<file path="config.mk">
export PLATFORM = sky130hd
export DESIGN_NAME = gyro_heading_integrator
export DESIGN_NICKNAME = d
export VERILOG_FILES = /design/src/rtl/ghi_pkg.sv /design/src/rtl/gyro_heading_integrator.sv
export SDC_FILE = /design/constraint.sdc
export NUM_CORES = 2
export LEC_CHECK = 0
export ABC_CLOCK_PERIOD_IN_PS = 11090
export BUFFER_PORTS_ARGS = -buffer_cell sky130_fd_sc_hd__clkbuf_2
export CAP_MARGIN = 30
export CORE_MARGIN = 2
export CORE_UTILIZATION = 50
export CTS_CLUSTER_DIAMETER = 100
export DETAILED_ROUTE_END_ITERATION = 8
export PLACE_DENSITY = 0.66
export RECOVER_POWER = 25
export SYNTH_ARGS = -nofsm -noshare
export SYNTH_HDL_FRONTEND = slang
export SYNTH_SLANG_ARGS = --single-unit
</file>
<file path="constraint.sdc">
create_clock -name clk -period 11.09 [get_ports clk]
set_clock_uncertainty 0.05 [all_clocks]
set_input_delay 0.5545 -clock clk [delete_from_list [all_inputs] [get_ports clk]]
set_output_delay 0.5545 -clock clk [all_outputs]
set_load 0.01 [all_outputs]
</file>
<file path="src/rtl/ghi_pkg.sv">
// ----------------------------------------------------------------------------
// ghi_pkg
// Shared constants for the gyro heading integrator: field widths, register
// indexes, reset values and the fixed scale factors of the trim and drive paths.
// ----------------------------------------------------------------------------
`default_nettype none

package ghi_pkg;

  // defaults for the top-level parameters
  localparam int CAL_SAMPLES_DEF = 100;
  localparam int FRAC_BITS_DEF   = 16;

  // field widths
  localparam int RATE_W   = 16;
  localparam int TRIM_W   = 10;
  localparam int OFFSET_W = 11;
  localparam int DRIVE_W  = 10;
  localparam int HEAD_W   = 64;
  localparam int BIAS_W   = 40;
  localparam int WCNT_W   = 10;

  // configuration port
  localparam int CFG_IDX_W  = 1;
  localparam int CFG_DATA_W = 11;
  localparam logic [CFG_IDX_W-1:0] CFG_TRIM_CENTER = 1'b0;
  localparam logic [CFG_IDX_W-1:0] CFG_TRIM_OFFSET = 1'b1;

  localparam logic [TRIM_W-1:0]          TRIM_CENTER_RST = 10'd512;
  localparam logic signed [OFFSET_W-1:0] TRIM_OFFSET_RST = 11'sd20;

  // trim scaling: (adc - center) / TrimDiv
  localparam int TRIM_DIV   = 50;
  // adc - center is shifted up by TrimPadSteps * TrimDiv to stay non-negative
  localparam int TRIM_PAD_STEPS = 21;
  localparam int TRIM_CODE_W    = 12;
  // reciprocal precision beyond FRAC_BITS: 12 operand bits + 6 divisor bits
  localparam int TRIM_EXTRA = 18;

  // drive scaling: heading / 480 + 512, clamped to 0..1023
  localparam int OUT_DIV = 480;
  localparam int OUT_MID = 512;
  localparam int OUT_MAX = 1023;
  // 480 = 15 * 32: shift by five, then reciprocal of 15
  localparam int OUT_SHIFT  = 5;
  localparam int OUT_ODD    = 15;
  localparam int OUT_RK     = 18;
  localparam int OUT_RECIP  = ((1 << OUT_RK) + OUT_ODD - 1) / OUT_ODD;
  localparam int OUT_SPAN_W = 19;

endpackage

`default_nettype wire

</file>
<file path="src/rtl/gyro_heading_integrator.sv">
// ----------------------------------------------------------------------------
// gyro_heading_integrator
// Trapezoidal yaw-rate integrator with trim, drift-bias calibration and a
// clamped 10-bit drive output.
// ----------------------------------------------------------------------------
// One beat is taken per clock while the result side does not stall. A beat
// lands in an input register (trim reciprocal product), is folded into the
// 64-bit saturating heading from there, and the drive level is then registered
// from the heading. The heading register is the one loop. The exception is the
// end of a calibration window: the new drift bias is the floored quotient of
// the negated heading change by CAL_SAMPLES, found one 8-bit digit per cycle
// with a reciprocal multiply, and input beats stall while it runs. Start beats
// and calibration samples give no result.
// ----------------------------------------------------------------------------
`default_nettype none

module gyro_heading_integrator #(
  parameter int CAL_SAMPLES = ghi_pkg::CAL_SAMPLES_DEF,
  parameter int FRAC_BITS   = ghi_pkg::FRAC_BITS_DEF
) (
  input  logic                                   clk,
  input  logic                                   rst,
  input  logic                                   cfg_wr_en,
  input  logic [ghi_pkg::CFG_IDX_W-1:0]          cfg_index,
  input  logic [ghi_pkg::CFG_DATA_W-1:0]         cfg_wdata,
  input  logic                                   in_valid,
  output logic                                   in_ready,
  input  logic                                   func,
  input  logic signed [ghi_pkg::RATE_W-1:0]      rate_z,
  input  logic [ghi_pkg::TRIM_W-1:0]             trim_adc,
  input  logic                                   clear_heading,
  output logic                                   out_valid,
  input  logic                                   out_ready,
  output logic [ghi_pkg::DRIVE_W-1:0]            drive_level,
  output logic                                   clamped
);

  localparam int HW = ghi_pkg::HEAD_W;
  localparam int BW = ghi_pkg::BIAS_W;
  localparam int CW = ghi_pkg::TRIM_CODE_W;

  // trim reciprocal
  localparam int TRIM_K  = FRAC_BITS + ghi_pkg::TRIM_EXTRA;
  localparam int TRIM_MW = FRAC_BITS + 13;
  localparam longint unsigned TRIM_M =
      ((64'd1 << TRIM_K) + ghi_pkg::TRIM_DIV - 1) / ghi_pkg::TRIM_DIV;
  localparam int PRODW   = CW + TRIM_MW;
  localparam int TRIM_QW = PRODW - ghi_pkg::TRIM_EXTRA;
  localparam int TRIM_PAD_CODE = ghi_pkg::TRIM_PAD_STEPS * ghi_pkg::TRIM_DIV;

  // calibration divider: |heading change| < 2^(FRAC_BITS+26), taken 8 bits
  // at a time; each step divides remainder:digit by a reciprocal multiply
  localparam int DMW    = FRAC_BITS + 26;
  localparam int REM_W  = $clog2(CAL_SAMPLES) + 1;
  localparam int DIG_W  = 8;
  localparam int NDIG   = (DMW + DIG_W - 1) / DIG_W;
  localparam int NUM_W  = NDIG * DIG_W;
  localparam int XW     = REM_W + DIG_W;
  localparam int DIV_RK = XW + REM_W;
  localparam int PW     = XW + DIV_RK + 1;
  localparam longint unsigned DIV_RECIP =
      ((64'd1 << DIV_RK) + CAL_SAMPLES - 1) / CAL_SAMPLES;
  localparam int DIV_CW = $clog2(NDIG);
  localparam logic [DIV_CW-1:0] DIV_LAST = DIV_CW'(NDIG - 1);
  localparam logic [ghi_pkg::WCNT_W-1:0] CNT_LAST = ghi_pkg::WCNT_W'(CAL_SAMPLES - 1);

  localparam logic signed [HW-1:0] HEAD_MAX = {1'b0, {(HW-1){1'b1}}};
  localparam logic signed [HW-1:0] HEAD_MIN = {1'b1, {(HW-1){1'b0}}};
  localparam logic signed [HW-1:0] BIAS_MAX = HW'({1'b0, {(BW-1){1'b1}}});
  localparam logic signed [HW-1:0] BIAS_MIN = -BIAS_MAX - 64'sd1;

  // drive conversion limits
  localparam longint OUT_LO_INT = -longint'(ghi_pkg::OUT_MID * ghi_pkg::OUT_DIV);
  localparam longint OUT_HI_INT =
      longint'((ghi_pkg::OUT_MAX + 1 - ghi_pkg::OUT_MID) * ghi_pkg::OUT_DIV) - 1;
  localparam logic signed [HW-1:0] CLAMP_HI =
      64'((ghi_pkg::OUT_MAX - ghi_pkg::OUT_MID) * ghi_pkg::OUT_DIV) <<< FRAC_BITS;
  localparam logic signed [HW-1:0] CLAMP_LO = 64'(OUT_LO_INT) <<< FRAC_BITS;
  localparam int SW = ghi_pkg::OUT_SPAN_W;
  localparam int WW = SW - ghi_pkg::OUT_SHIFT;
  localparam int LPW = WW + 15;

  typedef enum logic [1:0] {
    DIV_IDLE,
    DIV_LOAD,
    DIV_RUN,
    DIV_DONE
  } div_state_t;

  // configuration
  logic [ghi_pkg::TRIM_W-1:0]            trim_center;
  logic signed [ghi_pkg::OFFSET_W-1:0]   trim_offset;

  // input stage
  logic                                  a_valid;
  logic                                  a_func;
  logic signed [ghi_pkg::RATE_W-1:0]     a_rate;
  logic                                  a_clear;
  logic [PRODW-1:0]                      a_trim_prod;

  // integrator state
  logic                                  b_valid;
  logic signed [ghi_pkg::RATE_W-1:0]     previous_rate;
  logic signed [HW-1:0]                  heading_accum;
  logic signed [BW-1:0]                  drift_bias;
  logic                                  calibrating;
  logic [ghi_pkg::WCNT_W-1:0]            window_count;
  logic signed [HW-1:0]                  window_start_heading;

  // divider
  div_state_t                            div_state;
  logic [NUM_W-1:0]                      div_num;
  logic [REM_W-1:0]                      div_rem;
  logic                                  div_neg;
  logic [DIV_CW-1:0]                     div_cnt;

  // handshake
  logic b_mv, a_adv;

  assign b_mv     = b_valid && (!out_valid || out_ready);
  assign a_adv    = a_valid && (div_state == DIV_IDLE) && (!b_valid || b_mv);
  assign in_ready = !a_valid || a_adv;

  // trim product at the input
  logic [CW-1:0] trim_code;
  assign trim_code = CW'(trim_adc) - CW'(trim_center) + CW'(TRIM_PAD_CODE);

  // integrator datapath
  logic signed [ghi_pkg::RATE_W:0] rate_sum;
  logic [TRIM_QW-1:0]              trim_q;
  logic signed [HW-1:0]            avg, trim_term, offset_term, bias_term, inc;
  logic signed [HW-1:0]            base, sum, heading_upd;
  logic                            ovf, window_end;

  always_comb begin
    rate_sum    = {a_rate[ghi_pkg::RATE_W-1], a_rate}
                + {previous_rate[ghi_pkg::RATE_W-1], previous_rate};
    avg         = HW'(rate_sum) <<< (FRAC_BITS - 1);
    trim_q      = a_trim_prod[PRODW-1:ghi_pkg::TRIM_EXTRA];
    offset_term = HW'(trim_offset) <<< FRAC_BITS;
    trim_term   = $signed(HW'(trim_q)) - (64'(ghi_pkg::TRIM_PAD_STEPS) <<< FRAC_BITS)
                + offset_term;
    bias_term   = calibrating ? '0 : HW'(drift_bias);
    inc         = avg + trim_term + bias_term;
    base        = (!calibrating && a_clear) ? '0 : heading_accum;
    sum         = base + inc;
    ovf         = (base[HW-1] == inc[HW-1]) && (sum[HW-1] != base[HW-1]);
    heading_upd = ovf ? (inc[HW-1] ? HEAD_MIN : HEAD_MAX) : sum;
    window_end  = calibrating && (window_count == CNT_LAST);
  end

  // divider datapath
  logic signed [HW-1:0] diff64;
  logic [DMW:0]         diff, diff_mag;
  logic [XW-1:0]        dig_x, dig_rem;
  logic [PW-1:0]        dig_prod;
  logic [DIG_W-1:0]     dig_q;
  logic signed [HW-1:0] q_mag, q_full, q_sat;

  always_comb begin
    diff64   = window_start_heading - heading_accum;
    diff     = diff64[DMW:0];
    diff_mag = diff[DMW] ? (~diff + 1'b1) : diff;
    // remainder < CAL_SAMPLES, so each digit quotient fits 8 bits
    dig_x    = {div_rem, div_num[NUM_W-1 -: DIG_W]};
    dig_prod = PW'(dig_x) * PW'(DIV_RECIP);
    dig_q    = dig_prod[DIV_RK +: DIG_W];
    dig_rem  = dig_x - XW'(dig_q) * XW'(CAL_SAMPLES);
    q_mag    = $signed(HW'(div_num));
    q_full   = div_neg ? (-q_mag - HW'(|div_rem)) : q_mag;
    if (q_full > BIAS_MAX) begin
      q_sat = BIAS_MAX;
    end else if (q_full < BIAS_MIN) begin
      q_sat = BIAS_MIN;
    end else begin
      q_sat = q_full;
    end
  end

  // drive conversion from the heading register
  logic signed [HW-1:0] head_int;
  logic [SW-1:0]        span;
  logic [WW-1:0]        span_hi;
  logic [LPW-1:0]       lvl_prod;
  logic [ghi_pkg::DRIVE_W-1:0] level;
  logic                 clamp_flag;

  always_comb begin
    head_int = heading_accum >>> FRAC_BITS;
    span     = head_int[SW-1:0] + SW'(ghi_pkg::OUT_MID * ghi_pkg::OUT_DIV);
    span_hi  = span[SW-1:ghi_pkg::OUT_SHIFT];
    lvl_prod = LPW'(span_hi) * LPW'(ghi_pkg::OUT_RECIP);
    if (head_int < 64'(OUT_LO_INT)) begin
      level = '0;
    end else if (head_int > 64'(OUT_HI_INT)) begin
      level = ghi_pkg::DRIVE_W'(ghi_pkg::OUT_MAX);
    end else begin
      level = lvl_prod[ghi_pkg::OUT_RK +: ghi_pkg::DRIVE_W];
    end
    clamp_flag = (heading_accum > CLAMP_HI) || (heading_accum < CLAMP_LO);
  end

  // control and state
  always_ff @(posedge clk) begin
    if (rst) begin
      trim_center          <= ghi_pkg::TRIM_CENTER_RST;
      trim_offset          <= ghi_pkg::TRIM_OFFSET_RST;
      a_valid              <= 1'b0;
      b_valid              <= 1'b0;
      out_valid            <= 1'b0;
      previous_rate        <= '0;
      heading_accum        <= '0;
      drift_bias           <= '0;
      calibrating          <= 1'b0;
      window_count         <= '0;
      window_start_heading <= '0;
      div_state            <= DIV_IDLE;
      div_cnt              <= '0;
      div_rem              <= '0;
      div_neg              <= 1'b0;
    end else begin
      if (cfg_wr_en) begin
        case (cfg_index)
          ghi_pkg::CFG_TRIM_CENTER: trim_center <= cfg_wdata[ghi_pkg::TRIM_W-1:0];
          ghi_pkg::CFG_TRIM_OFFSET: trim_offset <= $signed(cfg_wdata);
          default: ;
        endcase
      end

      if (in_valid && in_ready) begin
        a_valid <= 1'b1;
      end else if (a_adv) begin
        a_valid <= 1'b0;
      end

      if (b_mv) begin
        out_valid <= 1'b1;
      end else if (out_ready) begin
        out_valid <= 1'b0;
      end

      if (a_adv) begin
        b_valid <= !a_func && !calibrating;
        if (a_func) begin
          // start beat; ignored while a window is open
          if (!calibrating) begin
            calibrating          <= 1'b1;
            window_count         <= '0;
            window_start_heading <= heading_accum;
          end
        end else begin
          previous_rate <= a_rate;
          heading_accum <= heading_upd;
          if (calibrating) begin
            if (window_end) begin
              calibrating  <= 1'b0;
              window_count <= '0;
              div_state    <= DIV_LOAD;
            end else begin
              window_count <= window_count + 1'b1;
            end
          end
        end
      end else if (b_mv) begin
        b_valid <= 1'b0;
      end

      case (div_state)
        DIV_LOAD: begin
          div_neg       <= diff[DMW];
          div_rem       <= '0;
          div_cnt       <= '0;
          heading_accum <= '0;
          div_state     <= DIV_RUN;
        end
        DIV_RUN: begin
          div_rem   <= dig_rem[REM_W-1:0];
          div_cnt   <= div_cnt + 1'b1;
          if (div_cnt == DIV_LAST) begin
            div_state <= DIV_DONE;
          end
        end
        DIV_DONE: begin
          drift_bias <= q_sat[BW-1:0];
          div_state  <= DIV_IDLE;
        end
        default: ;
      endcase
    end
  end

  // payload registers
  always_ff @(posedge clk) begin
    if (in_valid && in_ready) begin
      a_func      <= func;
      a_rate      <= rate_z;
      a_clear     <= clear_heading;
      a_trim_prod <= PRODW'(trim_code) * PRODW'(TRIM_M);
    end
    if (b_mv) begin
      drive_level <= level;
      clamped     <= clamp_flag;
    end
    if (div_state == DIV_LOAD) begin
      div_num <= NUM_W'(diff_mag[DMW-1:0]);
    end else if (div_state == DIV_RUN) begin
      div_num <= {div_num[NUM_W-DIG_W-1:0], dig_q};
    end
  end

endmodule

`default_nettype wire

</file>
==> impl_metrics.toml <==
[global_routing]
grt_usage = 0.2800
grt_first_pass_wirelength_mm = 182.3
antenna_found_initial = 0
grt_pass1_vias = 32610
overflow = 0
grtUsageMet2 = 0.4441
met3_usage = 0.03521
busiest_layer = "met2"
use_met1 = 0.3958
grt_start_max_net_pins = 98

[synthesis]
yosysTopAreaCell = "ha_1"
synth_top_cells_by_count = "603 x ha_1, 597 x inv_1, 465 x a21oi_1"
synth.distinct_cells = 104
ys_seq_elements = 312
synth.most_common_cell = "ha_1"
synthesis.nets = 5706
syn_avg_cell_area_um2 = 8.308
synth_top_area_frac = 0.1890
synthTopCellsByArea = "ha_1 19%, fa_1 13%, dfxtp_1 11%"
synth-edff-count = 94
yosys_warnings = 0
yosysSeqAreaShare = 0.1801
synth_area_mm2 = 0.03991
synthCells = 4804
synthFlopType = "dfxtp_1"
async_flop_share = 0

[route]
post_drt_wl_per_cell_um = 19.89
ant_nets = 0
viasPerCell = 5.853
drt-total-wl_mm = 116.2
drc = 0
num_vias = 34210
dr.pass1.iters = 6
drt_iter0_markers = 2828

[timing]
maxSlewHeadroom = -2.228
setup_tns_ps = 0
drv_slew = 348
setup_viol = 0
worstMarginPinSlew_ps = 4841
period_needed_ps = 10310
rsz0062_at_grt = "false"
period_share = 0.9295
max_freq_mhz = 97.01
hold_viol = 0

[die]
die_w_um = 286.5
die_y_um = 286.5
die_area_mm2 = 0.08210
core_area_mm2 = 0.07900
start_util = 0.5052
io_pins = 58
rows = 103

[finish]
drive_gt1_frac = 0.04151
num_antenna_cells = 0
area_delta_synth_final_pct = 6.574
final_nets = 5665

[clock_tree]
ctsResizeCount = 0
clk_pin_slew_ps = 60
clockBufferDepth = 3
postCtsHoldBufs = 0
h-tree-depth = 2
cts_root_buffer = "clkbuf_16"
cts_tree = "done"
cts_buffers = 40
clk_latency_ps = 590
cts_sinks = 312
cts_setup_buffers = 0

[run_status]
status = "finished, violations left"
violations = "max-capacitance violations, max-slew violations"

[placement]
port_buffers = 57
dp_hpwl_mm = 93.79
globalplace.congestion = 0.9706

[pwr]
power_mw = 14.92
cellPowerDensity_mw_per_mm2 = 350.8
ir_worst_vdd_uv = 1374
leakage_nw = 20.20

[worst_setup_path]
cp-start-kind = "register"
end_kind = "register"
critPathArrivalTime_ps = 10730
worst-setup-path-type = "register to register"
crit_fanout = 18
cp_slowest_stage_delay_ps = 540
worst_path_max_delay_cell = "fa_1"
cp_data_required_time_ps = 11520

[min_path]
hold_path.class = "input pin to register"

[flow_run]
drv_cap = 5
==> worst paths after layout <==
path / start / end / slack (ps) / cells past startpoint
setup / recovery: a_rate[0] / heading_accum[62] / 780 / 45
hold / removal: rate_z[10] / a_rate[10] / 90 / 1
setup reg to reg: a_rate[0] / heading_accum[62] / 780 / 45
hold reg to reg: trim_offset[0] / trim_offset[0] / 410 / 2
==> flip-flops by register name, indices dropped and copies added, names as in the netlist, 2 cells and up <==
| register | count |
|---|---|
| a_rate | 16 |
| a_trim_prod | 23 |
| div_cnt | 3 |
| div_num | 48 |
| div_rem | 8 |
| div_state | 2 |
| drift_bias | 40 |
| drive_level | 10 |
| heading_accum | 64 |
| previous_rate | 16 |
| trim_center | 10 |
| trim_offset | 11 |
| window_count | 10 |
| window_start_heading | 43 |
==> where the power goes <==
group	switching, mW	leakage, nW	internal [mW]
clock	0.579	0.679	0.808
sequential	0.119	2.64	1.66
combinational	6.92	16.9	4.83
==> critical path: cells and delay by family (launching register included) <==
kind,cells,cell delay (ps)
multiplexers,1,90
flip-flops,1,390
AND/OR/NAND/NOR,10,1820
XOR/XNOR,1,130
adder cells (fa/ha/maj),7,2750
AO/OA/AOI/OAI,23,4780
buffers and inverters,3,190
==> cell families (layout without fill, tap and decap cells) <==
kind of cell / Yosys count / count (layout) / share of synthesized area
AO/OA/AOI/OAI: 1249 / 1249 / 0.1991
flip-flops: 312 / 312 / 0.1801
AND/OR/NAND/NOR: 1284 / 1284 / 0.1565
XOR/XNOR: 273 / 273 / 0.06025
adder cells (fa/ha/maj): 857 / 857 / 0.3164
multiplexers: 56 / 56 / 0.01423
buffers and inverters: 773 / 763 / 0.07345
==> layout by cell type (no fill, tap or decap), types with 134 or more instances in the layout <==
cell and instances:
a21o_1 134, a21oi_1 465, dfxtp_1 217, fa_1 254
ha_1 603, inv_1 597, nand2_1 406, nor2_1 302
o21ai_0 223, xnor2_1 179
==> stage by stage <==
step	utilization	hold slack (ps)	worst slack (ps)	cells	cell area, µm²
4_1_cts	0.5388	62.04	649.9	5843	42570
3_3_place_gp	0.5207	392.9	861.8	5768	41140
2_1_floorplan	-	386.3	1348	4804	39910
3_5_place_dp	0.5213	400.6	689.0	5770	41180
5_1_grt	0.5384	71.43	96.08	5844	42540
6_report	0.5384	88.78	782.0	5844	42540
==> final cells by class <==
type | count | area (µm²)
fillers | 7501 | 36460
multi-input cells | 3719 | 29850
flip-flops and latches | 312 | 7188
inverters | 598 | 2245
well taps | 1050 | 1314
clock buffers | 48 | 1094
repair buffers | 92 | 554.3
clock inverters | 25 | 290.3
==> routing by layer <==
layer  part of all wire  up-vias
li1                   -    16670
met1               0.46    16330
met2               0.45     1032
met3              0.060      168
met4              0.033        0
met5                  0        -
(Power assumes the default switching activity.)
